File: config.mk
export PLATFORM = sky130hd
export DESIGN_NAME = iupac_pattern_class_expander
export DESIGN_NICKNAME = d
export VERILOG_FILES = /design/src/rtl/ipce_pkg.sv /design/src/rtl/iupac_pattern_class_expander.sv
export VERILOG_INCLUDE_DIRS = /design/src /design/src/rtl
export SDC_FILE = /design/constraint.sdc
export NUM_CORES = 1
export LEC_CHECK = 0
export BUFFER_PORTS_ARGS = -buffer_cell sky130_fd_sc_hd__buf_2
export CAP_MARGIN = 20
export CORE_ASPECT_RATIO = 0.5
export CORE_MARGIN = 3
export CORE_UTILIZATION = 50
export DETAILED_ROUTE_END_ITERATION = 12
export PLACE_DENSITY = 0.69
export SYNTH_ARGS = -nofsm -noshare
export SYNTH_HDL_FRONTEND = slang
export SYNTH_SLANG_ARGS = --single-unit
export TNS_END_PERCENT = 20
File: constraint.sdc
create_clock -name i_clk -period 3.5 [get_ports i_clk]
set_input_delay 0.175 -clock i_clk [delete_from_list [all_inputs] [get_ports i_clk]]
set_output_delay 0.175 -clock i_clk [all_outputs]
set_load 0.01 [all_outputs]
File: src/rtl/iupac_pattern_class_expander_macros.svh
// ----------------------------------------------------------------------------
// Assertion macros for the IUPAC pattern class expander
// Shared forms for the concurrent checks at the end of the RTL module.
// ----------------------------------------------------------------------------
`ifndef IUPAC_PATTERN_CLASS_EXPANDER_MACROS_SVH
`define IUPAC_PATTERN_CLASS_EXPANDER_MACROS_SVH

// Same-cycle implication, disabled while reset is asserted.
`define IPCE_ASSERT_NOW(name, clk, rst_n, ante, cons, msg) \
    name: assert property (@(posedge clk) disable iff (!(rst_n)) (ante) |-> (cons)) \
        else $error(msg);

// Next-cycle implication, disabled while reset is asserted.
`define IPCE_ASSERT_NEXT(name, clk, rst_n, ante, cons, msg) \
    name: assert property (@(posedge clk) disable iff (!(rst_n)) (ante) |=> (cons)) \
        else $error(msg);

`endif

File: src/rtl/ipce_pkg.sv
// ----------------------------------------------------------------------------
// IUPAC pattern class expander package
// Character codes, letter-set table and decode functions for the expander.
// ----------------------------------------------------------------------------
package ipce_pkg;

    // Widths of the stream fields.
    localparam int CHAR_W = 8;

    typedef logic [CHAR_W-1:0] t_char;

    // Letter sets are held right-justified in a fixed row of fifteen letters.
    localparam int SET_ROW_LEN = 15;
    localparam int IDX_W       = $clog2(SET_ROW_LEN);

    typedef logic [0:SET_ROW_LEN-1][CHAR_W-1:0] t_set_row;
    typedef logic [IDX_W-1:0]                   t_idx;
    typedef logic [3:0]                         t_set;

    // Decoded input character.
    typedef struct packed {
        logic amb;   // character is an ambiguity code
        t_set set;   // letter set to emit when amb is set
    } t_code;

    // Characters with a special meaning.
    localparam t_char CH_A     = "A";
    localparam t_char CH_B     = "B";
    localparam t_char CH_C     = "C";
    localparam t_char CH_D     = "D";
    localparam t_char CH_G     = "G";
    localparam t_char CH_H     = "H";
    localparam t_char CH_K     = "K";
    localparam t_char CH_M     = "M";
    localparam t_char CH_N     = "N";
    localparam t_char CH_R     = "R";
    localparam t_char CH_S     = "S";
    localparam t_char CH_T     = "T";
    localparam t_char CH_U     = "U";
    localparam t_char CH_V     = "V";
    localparam t_char CH_W     = "W";
    localparam t_char CH_Y     = "Y";
    localparam t_char CH_OPEN  = "[";
    localparam t_char CH_CLOSE = "]";

    // Letter set identifiers.
    localparam t_set SET_N = 4'd0;
    localparam t_set SET_B = 4'd1;
    localparam t_set SET_D = 4'd2;
    localparam t_set SET_H = 4'd3;
    localparam t_set SET_K = 4'd4;
    localparam t_set SET_M = 4'd5;
    localparam t_set SET_R = 4'd6;
    localparam t_set SET_S = 4'd7;
    localparam t_set SET_V = 4'd8;
    localparam t_set SET_W = 4'd9;
    localparam t_set SET_Y = 4'd10;

    // Letter set rows; shorter sets are zero-padded at the front.
    localparam t_set_row ROW_N = "ACGTRYMKWSBDHVN";
    localparam t_set_row ROW_B = "CGTB";
    localparam t_set_row ROW_D = "AGTD";
    localparam t_set_row ROW_H = "ACTH";
    localparam t_set_row ROW_K = "GTK";
    localparam t_set_row ROW_M = "ACM";
    localparam t_set_row ROW_R = "AGR";
    localparam t_set_row ROW_S = "CGS";
    localparam t_set_row ROW_V = "ACGV";
    localparam t_set_row ROW_W = "ATW";
    localparam t_set_row ROW_Y = "CTY";

    // Position of the final letter in every row.
    localparam t_idx IDX_LAST = t_idx'(SET_ROW_LEN - 1);

    // Row of letters for a set.
    function automatic t_set_row set_row(input t_set set);
        t_set_row row;
        unique case (set)
            SET_B:   row = ROW_B;
            SET_D:   row = ROW_D;
            SET_H:   row = ROW_H;
            SET_K:   row = ROW_K;
            SET_M:   row = ROW_M;
            SET_R:   row = ROW_R;
            SET_S:   row = ROW_S;
            SET_V:   row = ROW_V;
            SET_W:   row = ROW_W;
            SET_Y:   row = ROW_Y;
            default: row = ROW_N;
        endcase
        return row;
    endfunction

    // Row position of the first letter of a set.
    function automatic t_idx set_start(input t_set set);
        t_idx idx;
        unique case (set)
            SET_B, SET_D, SET_H, SET_V:        idx = t_idx'(SET_ROW_LEN - 4);
            SET_K, SET_M, SET_R, SET_S,
            SET_W, SET_Y:                      idx = t_idx'(SET_ROW_LEN - 3);
            default:                           idx = '0;
        endcase
        return idx;
    endfunction

    // Ambiguity code decode, with the complementary code taken in comp mode.
    function automatic t_code code_of(input t_char c, input logic comp);
        t_code code;
        code.amb = 1'b1;
        unique case (c)
            CH_B:    code.set = comp ? SET_V : SET_B;
            CH_D:    code.set = comp ? SET_H : SET_D;
            CH_H:    code.set = comp ? SET_D : SET_H;
            CH_K:    code.set = comp ? SET_M : SET_K;
            CH_M:    code.set = comp ? SET_K : SET_M;
            CH_N:    code.set = SET_N;
            CH_R:    code.set = comp ? SET_Y : SET_R;
            CH_S:    code.set = SET_S;
            CH_V:    code.set = comp ? SET_B : SET_V;
            CH_W:    code.set = SET_W;
            CH_Y:    code.set = comp ? SET_R : SET_Y;
            default: begin
                code.amb = 1'b0;
                code.set = SET_N;
            end
        endcase
        return code;
    endfunction

    // Single-letter mapping; U is treated as T, anything else passes.
    function automatic t_char single_of(input t_char c, input logic comp);
        t_char r;
        unique case (c)
            CH_A:       r = comp ? CH_T : CH_A;
            CH_C:       r = comp ? CH_G : CH_C;
            CH_G:       r = comp ? CH_C : CH_G;
            CH_T, CH_U: r = comp ? CH_A : CH_T;
            default:    r = c;
        endcase
        return r;
    endfunction

endpackage

File: src/rtl/iupac_pattern_class_expander.sv
// ----------------------------------------------------------------------------
// IUPAC pattern class expander
// Rewrites nucleotide pattern characters into regular-expression classes.
// ----------------------------------------------------------------------------
// Usage:
// The slave stream takes one pattern character per transaction in
// s_axis_tdata, with s_axis_tlast marking the final character of a pattern.
// The master stream gives the expanded characters, one per transaction:
// m_axis_tlast marks the final character caused by one input, m_axis_tuser
// marks the final character of the whole pattern.
// A small sequencer walks a row of the letter-set table with one shared
// 4-bit index incrementer and compare, emitting one character a cycle while
// the output register has room. An input gives 1 to 17 output characters
// (17 for N outside a class), and the next input is taken in the cycle
// that emits the previous one's final character. After acceptance the
// sequencer state is registered, and the first character is then emitted
// into the output register, where a finished character waits while the next
// input is accepted; when the receiver stalls the sequencer holds its place.
// i_cfg_we writes complement mode from i_cfg_wdata; the user must do so only
// while the block is idle, which the block does not enforce. Synchronous reset
// clears the sequencer, output register, class flag and complement mode.
// ----------------------------------------------------------------------------
`include "iupac_pattern_class_expander_macros.svh"

module iupac_pattern_class_expander (
    input  logic                  i_clk,
    input  logic                  i_rst_n,
    // Configuration write: complement mode
    input  logic                  i_cfg_we,
    input  logic                  i_cfg_wdata,
    // Slave stream
    input  logic                  s_axis_tvalid,
    output logic                  s_axis_tready,
    input  logic [7:0]            s_axis_tdata,   // [7:0] pattern_char
    input  logic                  s_axis_tlast,   // pattern_last
    // Master stream
    output logic                  m_axis_tvalid,
    input  logic                  m_axis_tready,
    output logic [7:0]            m_axis_tdata,   // [7:0] out_char
    output logic                  m_axis_tlast,   // last_of_run
    output logic                  m_axis_tuser    // [0] pattern_end
);
    import ipce_pkg::*;

    // Sequencer states
    localparam logic [2:0] ST_IDLE   = 3'd0;
    localparam logic [2:0] ST_OPEN   = 3'd1;
    localparam logic [2:0] ST_BODY   = 3'd2;
    localparam logic [2:0] ST_CLOSE  = 3'd3;
    localparam logic [2:0] ST_SINGLE = 3'd4;

    logic [2:0] r_state, n_state;
    t_idx       r_idx, n_idx;
    t_set       r_set, n_set;
    t_char      r_char, n_char;
    logic       r_wrap, n_wrap;
    logic       r_last, n_last;
    logic       r_class_open, n_class_open;
    logic       r_comp, n_comp;
    logic       r_out_valid, n_out_valid;
    t_char      r_out_data, n_out_data;
    logic       r_out_tlast, n_out_tlast;
    logic       r_out_tuser, n_out_tuser;

    logic       w_emit;
    logic       w_final;
    logic       w_accept;
    t_char      w_emit_char;
    t_code      w_code;
    t_set_row   w_row;

    // Emission happens when there is work and room in the output register.
    assign w_emit = (r_state != ST_IDLE) && (!r_out_valid || m_axis_tready);

    // Current character and whether it ends the run.
    assign w_row = set_row(r_set);
    always_comb begin
        w_emit_char = r_char;
        w_final     = 1'b0;
        unique case (r_state)
            ST_OPEN: begin
                w_emit_char = CH_OPEN;
            end
            ST_BODY: begin
                w_emit_char = w_row[r_idx];
                w_final     = (r_idx == IDX_LAST) && !r_wrap;
            end
            ST_CLOSE: begin
                w_emit_char = CH_CLOSE;
                w_final     = 1'b1;
            end
            ST_SINGLE: begin
                w_final     = 1'b1;
            end
            default: begin
                w_emit_char = r_char;
            end
        endcase
    end

    // A new input is taken when idle or while the final character goes out.
    assign s_axis_tready = (r_state == ST_IDLE) || (w_emit && w_final);
    assign w_accept      = s_axis_tvalid && s_axis_tready;
    assign w_code        = code_of(s_axis_tdata, r_comp);

    // Sequencer and class flag next state.
    always_comb begin
        n_state      = r_state;
        n_idx        = r_idx;
        n_set        = r_set;
        n_char       = r_char;
        n_wrap       = r_wrap;
        n_last       = r_last;
        n_class_open = r_class_open;
        n_comp       = i_cfg_we ? i_cfg_wdata : r_comp;

        if (w_emit) begin
            unique case (r_state)
                ST_OPEN: begin
                    n_state = ST_BODY;
                end
                ST_BODY: begin
                    if (r_idx == IDX_LAST) begin
                        n_state = r_wrap ? ST_CLOSE : ST_IDLE;
                    end else begin
                        n_idx = r_idx + t_idx'(1);
                    end
                end
                default: begin
                    n_state = ST_IDLE;
                end
            endcase
        end

        if (w_accept) begin
            n_set  = w_code.set;
            n_idx  = set_start(w_code.set);
            n_wrap = !r_class_open;
            n_last = s_axis_tlast;
            n_char = single_of(s_axis_tdata, r_comp);
            if (w_code.amb) begin
                n_state = r_class_open ? ST_BODY : ST_OPEN;
            end else begin
                n_state = ST_SINGLE;
                if (s_axis_tdata == CH_OPEN) begin
                    n_class_open = 1'b1;
                end else if (s_axis_tdata == CH_CLOSE) begin
                    n_class_open = 1'b0;
                end
            end
            if (s_axis_tlast) begin
                n_class_open = 1'b0;
            end
        end
    end

    // Output register next state.
    always_comb begin
        n_out_valid = r_out_valid;
        n_out_data  = r_out_data;
        n_out_tlast = r_out_tlast;
        n_out_tuser = r_out_tuser;
        if (w_emit) begin
            n_out_valid = 1'b1;
            n_out_data  = w_emit_char;
            n_out_tlast = w_final;
            n_out_tuser = w_final && r_last;
        end else if (m_axis_tready) begin
            n_out_valid = 1'b0;
        end
    end

    // Control registers.
    always_ff @(posedge i_clk) begin
        if (!i_rst_n) begin
            r_state      <= ST_IDLE;
            r_class_open <= 1'b0;
            r_comp       <= 1'b0;
            r_out_valid  <= 1'b0;
        end else begin
            r_state      <= n_state;
            r_class_open <= n_class_open;
            r_comp       <= n_comp;
            r_out_valid  <= n_out_valid;
        end
    end

    // Payload registers.
    always_ff @(posedge i_clk) begin
        r_idx       <= n_idx;
        r_set       <= n_set;
        r_char      <= n_char;
        r_wrap      <= n_wrap;
        r_last      <= n_last;
        r_out_data  <= n_out_data;
        r_out_tlast <= n_out_tlast;
        r_out_tuser <= n_out_tuser;
    end

    assign m_axis_tvalid = r_out_valid;
    assign m_axis_tdata  = r_out_data;
    assign m_axis_tlast  = r_out_tlast;
    assign m_axis_tuser  = r_out_tuser;

    // Checks on the sequencer and class flag.
    `IPCE_ASSERT_NOW(a_ready_only_at_run_end, i_clk, i_rst_n, s_axis_tready && (r_state != ST_IDLE), w_emit && w_final, "input taken while a run is still in progress")
    `IPCE_ASSERT_NOW(a_end_implies_last, i_clk, i_rst_n, r_out_valid && r_out_tuser, r_out_tlast, "pattern end flagged on a character that does not end its run")
    `IPCE_ASSERT_NEXT(a_open_sets_class, i_clk, i_rst_n, w_accept && (s_axis_tdata == CH_OPEN) && !s_axis_tlast, r_class_open, "opening bracket did not set the class flag")
    `IPCE_ASSERT_NEXT(a_last_clears_class, i_clk, i_rst_n, w_accept && s_axis_tlast, !r_class_open, "class flag survived the end of a pattern")

endmodule

==> flow_summary.html <==
<table>
<tr><th>Metric</th><th>Value</th></tr>
<tr><th colspan="2">Run status</th></tr>
<tr><td>Result of the run</td><td>finished clean</td></tr>
<tr><th colspan="2">Drt</th></tr>
<tr><td>Antenna viol nets, final</td><td>0</td></tr>
<tr><td>WL per Instance</td><td>15.8 µm</td></tr>
<tr><td>Number of vias after detailed routing</td><td>roughly 2400</td></tr>
<tr><td>Total iterations of the first detailed-routing run</td><td>5</td></tr>
<tr><td>Number of remaining DRC errors</td><td>0</td></tr>
<tr><td>Via density per instance</td><td>between 5 and 6</td></tr>
<tr><td>1st-iter DRT viols</td><td>130</td></tr>
<tr><td>Final routed wirelength across all metal layers</td><td>between 6 and 7 mm</td></tr>
<tr><th colspan="2">Yosys</th></tr>
<tr><td>Gate count after technology mapping</td><td>~320</td></tr>
<tr><td>Netlist area before placement</td><td>3090 µm²</td></tr>
<tr><td>Total of warnings raised by yosys</td><td>0</td></tr>
<tr><td>Post-synthesis cell type with the largest combined area</td><td>edfxtp_1</td></tr>
<tr><td>Number of synthesized register bits</td><td>50</td></tr>
<tr><td>Proportion of netlist area held by the largest area contributor</td><td>0.272</td></tr>
<tr><td>Sequential area share after synthesis</td><td>0.414</td></tr>
<tr><td>Mean post-synth cell area</td><td>roughly 10 µm²</td></tr>
<tr><td>Count of different cell masters after synthesis</td><td>between 70 and 80</td></tr>
<tr><td>Net count after synthesis</td><td>about 340</td></tr>
<tr><td>Async SR Flop Fraction</td><td>0</td></tr>
<tr><td>Top post-synthesis cells by area</td><td>edfxtp_1 (27%), dfxtp_1 (14%), ha_1 (3.6%)</td></tr>
<tr><td>Dominant synthesized flop cell</td><td>edfxtp_1</td></tr>
<tr><td>Number of flops mapped to enable cells by yosys</td><td>28</td></tr>
<tr><th colspan="2">Worst setup path</th></tr>
<tr><td>Type of origin of the critical path</td><td>register</td></tr>
<tr><td>Endpoint of the worst register-to-register path</td><td>w_row[17]</td></tr>
<tr><td>Crit Path Max Fanout</td><td>26</td></tr>
<tr><td>Number of cells traversed by the worst register-to-register path</td><td>11</td></tr>
<tr><td>Crit path DAT</td><td>3270 ps</td></tr>
<tr><td>Critical path required time</td><td>3720 ps</td></tr>
<tr><td>WS Path Type</td><td>register to register</td></tr>
<tr><td>Critical path capture point type</td><td>register</td></tr>
<tr><td>Worst reg2reg setup slack</td><td>roughly 450 ps</td></tr>
<tr><td>Launching element of the worst setup path</td><td>r_idx[0]</td></tr>
<tr><td>Worst R2R Start</td><td>r_idx[0]</td></tr>
<tr><th colspan="2">STA</th></tr>
<tr><td>Minimum clock period after layout</td><td>~3000 ps</td></tr>
<tr><td>Hold Fails Final Rpt</td><td>0</td></tr>
<tr><td>Period utilization</td><td>0.871</td></tr>
<tr><td>Slew margin rel.</td><td>0.540</td></tr>
<tr><td>Slew @ Worst Pin</td><td>684 ps</td></tr>
<tr><td>Unrepaired setup endpoints after global routing</td><td>false</td></tr>
<tr><td>Worst clock skew on the final layout</td><td>between 2 and 3 ps</td></tr>
<tr><td>Highest Clock Rate</td><td>around 0.33 GHz</td></tr>
<tr><td>Total negative slack</td><td>0 ps</td></tr>
<tr><td>Setup-failing EPs final</td><td>0</td></tr>
<tr><td>Fin. max-slew vios</td><td>0</td></tr>
<tr><th colspan="2">Placed design</th></tr>
<tr><td>IO Port Bufs</td><td>26</td></tr>
<tr><td>Final HPWL from detailed placement</td><td>around 4.7 mm</td></tr>
<tr><td>Global placer's final weighted congestion</td><td>about 0.93</td></tr>
<tr><th colspan="2">Global route</th></tr>
<tr><td>Largest net degree at the start of global routing</td><td>27</td></tr>
<tr><td>Vias in the first global route</td><td>2024</td></tr>
<tr><td>Met1 Resource Use GR</td><td>0.280</td></tr>
<tr><td>Met2 track utilization from global routing</td><td>0.285</td></tr>
<tr><td>Most congested layer reported by global routing</td><td>met2</td></tr>
<tr><td>GR Util All Layers</td><td>0.193</td></tr>
<tr><td>Initial antenna violation count</td><td>0</td></tr>
<tr><td>Overflow left after global routing</td><td>0</td></tr>
<tr><td>Met3 track utilization from global routing</td><td>0.0500</td></tr>
<tr><td>Wire length of the first global-routing pass</td><td>10.5 mm</td></tr>
<tr><th colspan="2">CTS</th></tr>
<tr><td>Later-pin clock latency in the skew report</td><td>between 200 and 300 ps</td></tr>
<tr><td>Gates resized, CTS repair</td><td>0</td></tr>
<tr><td>Post-CTS setup-driven buffer insertion count</td><td>0</td></tr>
<tr><td>Clk slew on worst S/H paths</td><td>approximately 60 ps</td></tr>
<tr><td>Maximum number of buffers from clock root to sink</td><td>2</td></tr>
<tr><td>Number of buffers inserted during clock tree synthesis</td><td>5</td></tr>
<tr><td>Maximum level of the CTS H-tree</td><td>2</td></tr>
<tr><td>Clock sink count</td><td>50</td></tr>
<tr><td>Hold Buf Count CTS</td><td>0</td></tr>
<tr><td>Clock tree root driver cell</td><td>clkbuf_16</td></tr>
<tr><td>CTS tree</td><td>built</td></tr>
<tr><th colspan="2">Final layout</th></tr>
<tr><td>Share of layout cells above drive strength 1</td><td>0.184</td></tr>
<tr><td>Fill cell count</td><td>just over 500</td></tr>
<tr><td>Post-layout net count</td><td>~350</td></tr>
<tr><td>Layout-stage area growth over the synthesis result</td><td>8.38%</td></tr>
<tr><td># diodes</td><td>0</td></tr>
<tr><th colspan="2">Hold path</th></tr>
<tr><td>Type of the tightest min-delay check</td><td>input port to register</td></tr>
<tr><td>Endpoint of the worst hold-timing path</td><td>r_char[7]</td></tr>
<tr><td>Critical hold path startpoint</td><td>s_axis_tdata[7]</td></tr>
<tr><td>Hold Crit Depth</td><td>1</td></tr>
<tr><th colspan="2">Floorplan</th></tr>
<tr><td>Initial Util</td><td>0.540</td></tr>
<tr><td>Area enclosed by the die boundary</td><td>7220 µm²</td></tr>
<tr><td>Core Rows</td><td>19</td></tr>
<tr><td>Num ports</td><td>27</td></tr>
<tr><td>X dimension of the die</td><td>117 µm</td></tr>
<tr><td>Area inside the core boundary</td><td>between 5000 and 6000 µm²</td></tr>
<tr><td>Chip height</td><td>slightly above 60 µm</td></tr>
<tr><th colspan="2">Power</th></tr>
<tr><td>Leakage power total</td><td>1.28 nW</td></tr>
<tr><td>VDD IR max</td><td>between 0.4 and 0.5 mV</td></tr>
<tr><td>Power density normalized to cell area</td><td>~800 nW/µm²</td></tr>
<tr><td>Overall Power</td><td>2.72 mW</td></tr>
<tr><th colspan="2">Job</th></tr>
<tr><td>Reported max-cap violation count</td><td>0</td></tr>
</table>
metrics by stage:
step                      setup WS [ps]  hold WS, ps   util  cell area [µm²]  instances
after floorplan                     687          274      -             3090        315
after global placement              587          367  0.560             3210        402
after detailed placement            498          369  0.560             3210        402
after CTS                           473         65.3  0.585             3350        410
after global routing                266         69.9  0.585             3350        410
final                               453         71.7  0.585             3350        410
Yosys cell counts (all sizes together) (2+ instances only):
library cell   n
a32oi          3
mux2           5
nand2         23
o221a          2
o31ai          2
nor2          23
nand2b         5
o32ai          2
ha             9
inv           19
nor3b          2
nand4          2
a211oi         5
mux2i         10
and2b          2
o22ai          4
a2bb2oi        7
a22oi          2
o211ai         2
xnor2          5
nand4b         4
nand3b         2
a31oi          4
nor3           5
and2           4
and3           4
nor2b         10
o221ai         2
a21oi         19
nor4bb         3
o21ai         18
nor4           3
o2bb2ai        2
a21o           2
dfxtp         22
edfxtp        28
nand3          5
clkbuf        13
a221oi         3
buf           13
registers in the layout (all words and copies together), names as in the netlist:
register	count
m_axis_tuser	1
r_state	3
r_char	8
r_class_open	1
m_axis_tvalid	1
m_axis_tdata	8
r_set	4
w_row	16
r_comp	1
m_axis_tlast	1
r_last	1
r_idx	4
r_wrap	1
worst max-delay path, cell delays in order, from the launching register on:
cell,delay [ps]
edfxtp_1,540
inv_1,230
ha_1,210
nand4b_1,100
nor4_1,190
or2_4,200
nand2_8,80
inv_6,230
mux2i_4,420
ha_1,350
mux2_2,280
o22ai_1,130
worst max-delay path by stage:
stage | endpoint
finish | w_row[17]
global route | w_row[17]
CTS | w_row[17]
detailed placement | w_row[17]
global placement | w_row[17]
floorplan | w_row[17]
logic make-up (layout without fill, tap and decap cells):
| kind of cell | after synthesis | in the layout | synth area share |
|---|---|---|---|
| AND/OR/NAND/NOR | 103 | 103 | 0.193 |
| AO/OA/AOI/OAI | 86 | 86 | 0.197 |
| flip-flops | 50 | 50 | 0.414 |
| buffers and inverters | 45 | 56 | 0.0700 |
| multiplexers | 15 | 15 | 0.0652 |
| adder cells (fa/ha/maj) | 9 | 9 | 0.0364 |
| XOR/XNOR | 7 | 7 | 0.0243 |
cells in the final DEF, fill, tap and decap left out, types with 3 or more instances in the layout:
cell	n
edfxtp_1	28
buf_2	26
nor2_1	22
dfxtp_1	22
nand2_1	21
a21oi_1	18
o21ai_0	17
inv_1	16
nor2b_1	10
ha_1	9
mux2i_1	6
a2bb2oi_1	6
xnor2_1	5
nor3_1	5
nand2b_1	5
nand3_1	5
a211oi_1	5
clkbuf_16	5
nand4b_1	4
and3_1	4
and2_1	4
mux2_2	4
o22ai_1	4
nor4bb_1	3
nor4_1	3
mux2i_4	3
a221oi_1	3
a32oi_1	3
buf_4	3
routing by layer:
metal / up-vias / share of wire
met2: 52 / 0.44
li1: 1181 / -
met4: 0 / 0.012
met3: 9 / 0.046
met1: 1118 / 0.50
met5: - / 0
cell type report:
cell class / instances / area [µm²] / share of cell area
Timing Repair Buffer: 29 / 153 / 0.0456
Clock inverter: 3 / 16.3 / 0.00485
Sequential cell: 50 / 1280 / 0.382
Inverter: 19 / 76.3 / 0.0228
Multi-Input combinational cell: 220 / 1590 / 0.476
Clock buffer: 5 / 125 / 0.0373
Tap cell: 84 / 105 / 0.0314
power breakdown:
group	total, mW	internal (mW)	switching (mW)
registers	1.06	0.903	0.161
logic	1.19	0.505	0.680
clock network	0.469	0.261	0.209
total	2.72	1.67	1.05
Note: power is estimated with default switching activity, not from simulation.
